[src/design/uas_command_sequencer_macros.svh]
// ----------------------------------------------------------------------------
// UAS command sequencer assertion macros
// Shared concurrent assertion forms, clocked and reset-qualified.
// ----------------------------------------------------------------------------
`ifndef UAS_COMMAND_SEQUENCER_MACROS_SVH
`define UAS_COMMAND_SEQUENCER_MACROS_SVH

// Same-cycle implication, disabled while reset is asserted.
`define UASCS_ASSERT_IMPL(label, clk, rstn, ante, cons) \
    label: assert property (@(posedge clk) disable iff (!(rstn)) (ante) |-> (cons)) \
        else $error("uascs assertion failed");

// Next-cycle implication, disabled while reset is asserted.
`define UASCS_ASSERT_NEXT(label, clk, rstn, ante, cons) \
    label: assert property (@(posedge clk) disable iff (!(rstn)) (ante) |=> (cons)) \
        else $error("uascs assertion failed");

`endif

[src/design/uascs_pkg.sv]
// ----------------------------------------------------------------------------
// UAS command sequencer package
// Word types, command, action and status IU codes, and default limits.
// ----------------------------------------------------------------------------
package uascs_pkg;

    localparam int DEF_MAX_TRANSFER      = 4096;
    localparam int DEF_MAX_STATUS_ROUNDS = 3;

    localparam int CMD_W    = 2;
    localparam int ACTION_W = 3;
    localparam int TAG_W    = 16;
    localparam int XLEN_W   = 16;
    localparam int OLEN_W   = 13;
    localparam int ROUNDS_W = 2;
    localparam int RXB_W    = 7;

    // Input command codes.
    localparam logic [CMD_W-1:0] CMD_START     = 2'd0;
    localparam logic [CMD_W-1:0] CMD_STATUS_IU = 2'd1;
    localparam logic [CMD_W-1:0] CMD_XFER_FAIL = 2'd2;

    // Result action codes.
    localparam logic [ACTION_W-1:0] ACT_CMD_IU      = 3'd0;
    localparam logic [ACTION_W-1:0] ACT_DATA_IN     = 3'd1;
    localparam logic [ACTION_W-1:0] ACT_DATA_OUT    = 3'd2;
    localparam logic [ACTION_W-1:0] ACT_READ_STATUS = 3'd3;
    localparam logic [ACTION_W-1:0] ACT_SUCCESS     = 3'd4;
    localparam logic [ACTION_W-1:0] ACT_FAILURE     = 3'd5;

    // Status IU identifiers.
    localparam logic [7:0] STS_SENSE       = 8'h03;
    localparam logic [7:0] STS_RESPONSE    = 8'h04;
    localparam logic [7:0] STS_READ_READY  = 8'h06;
    localparam logic [7:0] STS_WRITE_READY = 8'h07;

    localparam logic [RXB_W-1:0] IU_MIN_BYTES = 7'd4;

    typedef struct packed {
        logic [CMD_W-1:0]  cmd;
        logic [XLEN_W-1:0] xfer_len;
        logic              to_device;
        logic [7:0]        iu_type;
        logic [TAG_W-1:0]  iu_tag;
        logic [7:0]        scsi_status;
        logic [RXB_W-1:0]  received_bytes;
    } in_word_t;

    typedef struct packed {
        logic [ACTION_W-1:0] action;
        logic [TAG_W-1:0]    tag_out;
        logic [OLEN_W-1:0]   length_out;
        logic                last;
    } out_word_t;

endpackage

[src/design/uas_command_sequencer.sv]
// ----------------------------------------------------------------------------
// UAS command sequencer
// Host-side flow control for one tagged USB Attached SCSI command.
// ----------------------------------------------------------------------------
// Each event word is registered, decoded against the command state in one
// pass, and its zero, one or two result words are loaded into a two-entry
// output buffer. An accepted start or a ready IU with a length pending yields
// two results, which the single output port drains from the buffer one word
// per cycle while m_ready is high. The input register takes a word while results
// still wait, and the device_attached register is sampled only by start events.
`include "uas_command_sequencer_macros.svh"

module uas_command_sequencer
    import uascs_pkg::*;
#(
    parameter int MAX_TRANSFER      = DEF_MAX_TRANSFER,
    parameter int MAX_STATUS_ROUNDS = DEF_MAX_STATUS_ROUNDS
) (
    input  logic      aclk,
    input  logic      aresetn,
    input  logic      cfg_we,
    input  logic      cfg_wdata,
    input  logic      s_valid,
    output logic      s_ready,
    input  in_word_t  s_data,
    output logic      m_valid,
    input  logic      m_ready,
    output out_word_t m_data
);

    // Pending length only needs to hold values up to the transfer limit.
    localparam int PEND_W = (MAX_TRANSFER >= 65535) ? XLEN_W : $clog2(MAX_TRANSFER + 1);

    logic                device_attached_reg;
    logic                in_valid_reg;
    in_word_t            in_reg;
    logic                busy_reg, busy_next;
    logic [TAG_W-1:0]    tag_counter_reg, tag_counter_next;
    logic [ROUNDS_W-1:0] rounds_used_reg, rounds_used_next;
    logic [PEND_W-1:0]   pending_length_reg, pending_length_next;
    out_word_t           res0_reg, res1_reg;
    logic [1:0]          out_cnt_reg;

    logic [ACTION_W-1:0] act0, act1;
    logic [OLEN_W-1:0]   len0;
    logic [1:0]          n_res;
    logic                advance;
    logic                pop;
    logic [TAG_W-1:0]    tag_inc;
    logic                next_fail;
    logic [XLEN_W-1:0]   pend_ext;

    assign pop     = m_valid && m_ready;
    assign advance = in_valid_reg && ((out_cnt_reg == 2'd0) || (out_cnt_reg == 2'd1 && m_ready));
    assign s_ready = !in_valid_reg || advance;
    assign m_valid = (out_cnt_reg != 2'd0);
    assign m_data  = res0_reg;

    assign tag_inc   = tag_counter_reg + 1'b1;
    assign next_fail = 32'(rounds_used_reg + 1'b1) >= MAX_STATUS_ROUNDS;
    assign pend_ext  = XLEN_W'(pending_length_reg);

    always_comb begin
        busy_next           = busy_reg;
        tag_counter_next    = tag_counter_reg;
        rounds_used_next    = rounds_used_reg;
        pending_length_next = pending_length_reg;
        act0                = ACT_FAILURE;
        act1                = ACT_FAILURE;
        len0                = '0;
        n_res               = 2'd0;

        case (in_reg.cmd)
            CMD_START: begin
                n_res = 2'd1;
                if (!busy_reg && device_attached_reg &&
                    ({1'b0, in_reg.xfer_len} <= 17'(MAX_TRANSFER))) begin
                    tag_counter_next    = (tag_inc == '0) ? TAG_W'(1) : tag_inc;
                    busy_next           = 1'b1;
                    rounds_used_next    = '0;
                    pending_length_next = in_reg.xfer_len[PEND_W-1:0];
                    act0                = ACT_CMD_IU;
                    act1                = ACT_READ_STATUS;
                    n_res               = 2'd2;
                end
            end
            CMD_XFER_FAIL: begin
                if (busy_reg) begin
                    busy_next = 1'b0;
                    n_res     = 2'd1;
                end
            end
            CMD_STATUS_IU: begin
                if (busy_reg) begin
                    rounds_used_next = rounds_used_reg + 1'b1;
                    n_res            = 2'd1;
                    act0             = next_fail ? ACT_FAILURE : ACT_READ_STATUS;
                    busy_next        = !next_fail;
                    if (in_reg.received_bytes < IU_MIN_BYTES) begin
                        act0      = ACT_FAILURE;
                        busy_next = 1'b0;
                    end else if (in_reg.iu_tag == tag_counter_reg) begin
                        if (in_reg.iu_type == STS_SENSE) begin
                            act0      = (in_reg.scsi_status == 8'd0) ? ACT_SUCCESS : ACT_FAILURE;
                            busy_next = 1'b0;
                        end else if (in_reg.iu_type inside {STS_READ_READY, STS_WRITE_READY}) begin
                            // A zero-length ready IU just spends its round.
                            if (pending_length_reg != '0) begin
                                act0  = (in_reg.iu_type == STS_READ_READY) ?
                                        ACT_DATA_IN : ACT_DATA_OUT;
                                len0  = pend_ext[OLEN_W-1:0];
                                act1  = next_fail ? ACT_FAILURE : ACT_READ_STATUS;
                                n_res = 2'd2;
                            end
                        end else begin
                            // Response IUs and unknown types both end the command.
                            act0      = ACT_FAILURE;
                            busy_next = 1'b0;
                        end
                    end
                end
            end
            default: begin
                n_res = 2'd0;
            end
        endcase
    end

    always_ff @(posedge aclk) begin
        if (!aresetn) begin
            device_attached_reg <= 1'b0;
        end else if (cfg_we) begin
            device_attached_reg <= cfg_wdata;
        end
    end

    always_ff @(posedge aclk) begin
        if (!aresetn) begin
            in_valid_reg <= 1'b0;
        end else if (s_ready) begin
            in_valid_reg <= s_valid;
        end
    end

    always_ff @(posedge aclk) begin
        if (s_valid && s_ready) begin
            in_reg <= s_data;
        end
    end

    always_ff @(posedge aclk) begin
        if (!aresetn) begin
            busy_reg           <= 1'b0;
            tag_counter_reg    <= '0;
            rounds_used_reg    <= '0;
            pending_length_reg <= '0;
        end else if (advance) begin
            busy_reg           <= busy_next;
            tag_counter_reg    <= tag_counter_next;
            rounds_used_reg    <= rounds_used_next;
            pending_length_reg <= pending_length_next;
        end
    end

    // The output buffer is reloaded only once it is empty or about to be.
    always_ff @(posedge aclk) begin
        if (!aresetn) begin
            out_cnt_reg <= 2'd0;
        end else if (advance) begin
            out_cnt_reg <= n_res;
        end else if (pop) begin
            out_cnt_reg <= out_cnt_reg - 2'd1;
        end
    end

    always_ff @(posedge aclk) begin
        if (advance) begin
            res0_reg.action     <= act0;
            res0_reg.tag_out    <= tag_counter_next;
            res0_reg.length_out <= len0;
            res0_reg.last       <= (n_res == 2'd1);
            res1_reg.action     <= act1;
            res1_reg.tag_out    <= tag_counter_next;
            res1_reg.length_out <= '0;
            res1_reg.last       <= 1'b1;
        end else if (pop) begin
            res0_reg <= res1_reg;
        end
    end

    `UASCS_ASSERT_IMPL(a_nonlast_has_follower, aclk, aresetn, m_valid && !m_data.last, out_cnt_reg == 2'd2)
    `UASCS_ASSERT_IMPL(a_pair_ends_last, aclk, aresetn, out_cnt_reg == 2'd2, !res0_reg.last && res1_reg.last)
    `UASCS_ASSERT_IMPL(a_busy_tag_nonzero, aclk, aresetn, busy_reg, tag_counter_reg != '0)
    `UASCS_ASSERT_IMPL(a_busy_rounds_left, aclk, aresetn, busy_reg, 32'(rounds_used_reg) < MAX_STATUS_ROUNDS)
    `UASCS_ASSERT_NEXT(a_held_pair_stays, aclk, aresetn, out_cnt_reg == 2'd2 && !m_ready, out_cnt_reg == 2'd2)

endmodule

[config.mk]
export PLATFORM = sky130hd
export DESIGN_NAME = uas_command_sequencer
export DESIGN_NICKNAME = d
export VERILOG_FILES = /design/src/design/uascs_pkg.sv /design/src/design/uas_command_sequencer.sv
export VERILOG_INCLUDE_DIRS = /design/src /design/src/design
export SDC_FILE = /design/constraint.sdc
export NUM_CORES = 1
export LEC_CHECK = 0
export BUFFER_PORTS_ARGS = -buffer_cell sky130_fd_sc_hd__buf_4
export CORE_ASPECT_RATIO = 0.9
export CORE_MARGIN = 1
export CORE_UTILIZATION = 57
export DETAILED_ROUTE_END_ITERATION = 8
export HOLD_SLACK_MARGIN = 0.15
export PLACE_DENSITY = 0.8
export SYNTH_ARGS = -nofsm -noshare
export SYNTH_HDL_FRONTEND = slang
export SYNTH_SLANG_ARGS = --single-unit
export TNS_END_PERCENT = 100
[constraint.sdc]
create_clock -name aclk -period 2.8 [get_ports aclk]
set_input_delay 0.56 -clock aclk [delete_from_list [all_inputs] [get_ports aclk]]
set_output_delay 0.56 -clock aclk [all_outputs]
set_load 0.05 [all_outputs]
==> results.ini <==
[die]
die_w_um=112.9
rows=36
start_util_pct=58.32
core_um2=10810
fp.dieH_um=101.8
dieArea_um2=11490
num_io_pins=99

[critical_path]
crit_fanout=7
rrSetupSlack_ns=0.19
cp_slowest_stage_delay_ns=0.60
cp_top_family=simple AND/OR/NAND/NOR gates
setup.worst_path.class=flip-flop to flip-flop
arrival_ns=2.79
cp.buffers_inverters=0
path_cells=nand4_2 -> nor4_4 -> nand3_2 -> a221oi_2 -> or4b_1 -> a31o_1
cp_slowest_cell=or4b_1
cp.required_ns=2.97
critPathCaptureType=flip-flop
cp-start-kind=flip-flop

[timing]
tightest_slew_ns=1.193
clock.fmax_ghz=0.3828
fin_crit_sh_pct=93.31
relSlewSlack_pct=20.43
finalHoldViolCount=0
rsz0062_at_grt=no
fin_ws_ns=0.1874
setup_viol=0
slew_violations=0
skew_ns=0.004929
totalNegativeSetupSlack_ns=0
period_minus_slack_ns=2.613

[place]
dpl.hpwl_um=8315
dp_slack_ns=0.1275
port_buffers=95
gp_congestion=0.9087

[routing]
wl_per_cell_um=16.10
routed_wl_um=12120
drc=0
drtPass1Iterations=4
ant_nets=0
via_per_inst=5.590
vias=4209
drt_iter0_markers=272

[final_layout]
area.growth.synth_to_final_pct=24.69
multiInputGateArea_um2=2202
final_cell_mix=121 x buf_4, 106 x edfxtp_1, 47 x nand2_1
drive_gt1_share_pct=31.61
seq_area_um2=3904
largest_register_ffs=55
mostFrequentLayoutCell=buf_4
layout.nets=677
diodes=0
fillers=708

[clocking]
cts_tree=yes
cts_root_buf=clkbuf_16
clk_latency_ns=0.42
htree_levels=4
cts.clk_slew.worst_paths_ns=0.06
numCtsBuffers=17
cts_num_sinks=142
clock_path_buffers=2

[global_route]
grt_max_degree=56
antenna_found_initial=0
grt_pass1_vias=3932
grt_use_total_pct=22.69
grt_overflow_total=0
grt_pass1_wl_um=19490

[flow_run]
cap_violations=0

[synth]
syn_nets=567
synthesis.area_um2=6305
ys_seq_area_share_pct=61.92
async_flop_share_pct=0
syn_area_per_cell_um2=12.69
ys.flop_type=edfxtp_1
synth.distinct_cells=66
ys_warn_count=0
ys_ff_latch=142
synthCells=497
synth-edff-count=106

[power]
irDropWorstVdd_uv=461.9
power.density_nw_per_um2=736.7
leakage_nw=2.945

[status]
outcome=complete, no violations

[hold_path]
hold_class=primary input to flip-flop

layer usage:
metal	part of all wire [%]	track usage, %
met3	4.6	4.788
met1	46	30.42
met2	47	35.99
met4	2.1	10.43
met5	0	0
logic make-up after synthesis:
| logic type | Yosys count | share of synthesized area, % |
|---|---|---|
| DFF | 142 | 61.92 |
| adders and majority gates | 6 | 1.191 |
| buffers and inverters | 39 | 3.195 |
| muxes | 17 | 3.016 |
| xor gates and xnor gates | 46 | 6.509 |
| and+or+nand+nor | 183 | 16.59 |
| AOI/OAI and AO/OA | 64 | 7.581 |
where the power goes:
part           internal, mW  switching (mW)  total [mW]
Sequential             2.51          0.0667        2.57
Combinational         0.279           0.567       0.845
Clock                  1.52           0.854        2.37
per-stage QoR:
| stage | instances | util [%] | hold slack, ns | instance area [um2] | power, mW |
|---|---|---|---|---|---|
| 4_1_cts | 753 | 72.71 | 0.3014 | 7860 | 5.832 |
| 3_3_place_gp | 721 | 66.88 | 0.4651 | 7229 | 3.441 |
| 3_5_place_dp | 721 | 66.88 | 0.4714 | 7229 | 3.469 |
| 6_report | 753 | 72.72 | 0.3182 | 7861 | 5.792 |
| 5_1_grt | 753 | 72.72 | 0.2979 | 7861 | 5.979 |
| 2_1_floorplan | 497 | - | 0.4516 | 6306 | 3.176 |
final timing paths:
| check | start | endpoint | depth (start not counted) |
|---|---|---|---|
| worst max-delay path | tag_counter_reg[9]$_SDFFE_PN0P_ | res1_reg[15]$_DFFE_PP_ | 6 |
| worst min-delay path | s_data[50] | in_reg[50]$_DFFE_PP_ | 1 |
| worst min register to register | pending_length_reg[0]$_SDFFE_PN0P_ | pending_length_reg[0]$_SDFFE_PN0P_ | 2 |
| worst max register to register | tag_counter_reg[9]$_SDFFE_PN0P_ | res1_reg[15]$_DFFE_PP_ | 6 |
layout make-up:
type                            instances  share of cell area, %
Tap cell                              133                  2.117
Multi-Input combinational cell        316                  28.01
Timing Repair Buffer                  122                  11.81
Clock inverter                         13                  2.387
Sequential cell                       142                  49.66
Inverter                                8                 0.3820
Clock buffer                           19                  5.634
worst register-to-register path: stages, from the launching register on:
cell      delay [ns]
dfxtp_1         0.53
nand4_2         0.24
nor4_4          0.35
nand3_2         0.13
a221oi_2        0.26
or4b_1          0.60
a31o_1          0.27
what timing repair did:
action / CTS / global route
resized for setup: 0 / 1
hold buffers: 0 / 0
setup buffers: 0 / 0
setup endpoints to repair: 0 / 2
synth_stat cells, types with 13 or more instances:
cell type / number / area, um2
mux2_2: 16 / 180.2
nand3_1: 14 / 70.07
edfxtp_1: 106 / 3183
and2_1: 27 / 168.9
dfxtp_1: 36 / 720.7
nor3_1: 16 / 80.08
a21boi_0: 15 / 112.6
xnor2_1: 32 / 280.3
nor2_1: 17 / 63.81
xor2_1: 13 / 113.9
o21ai_0: 13 / 65.06
nand2_1: 47 / 176.4
Power figures use the tool's default switching activity.
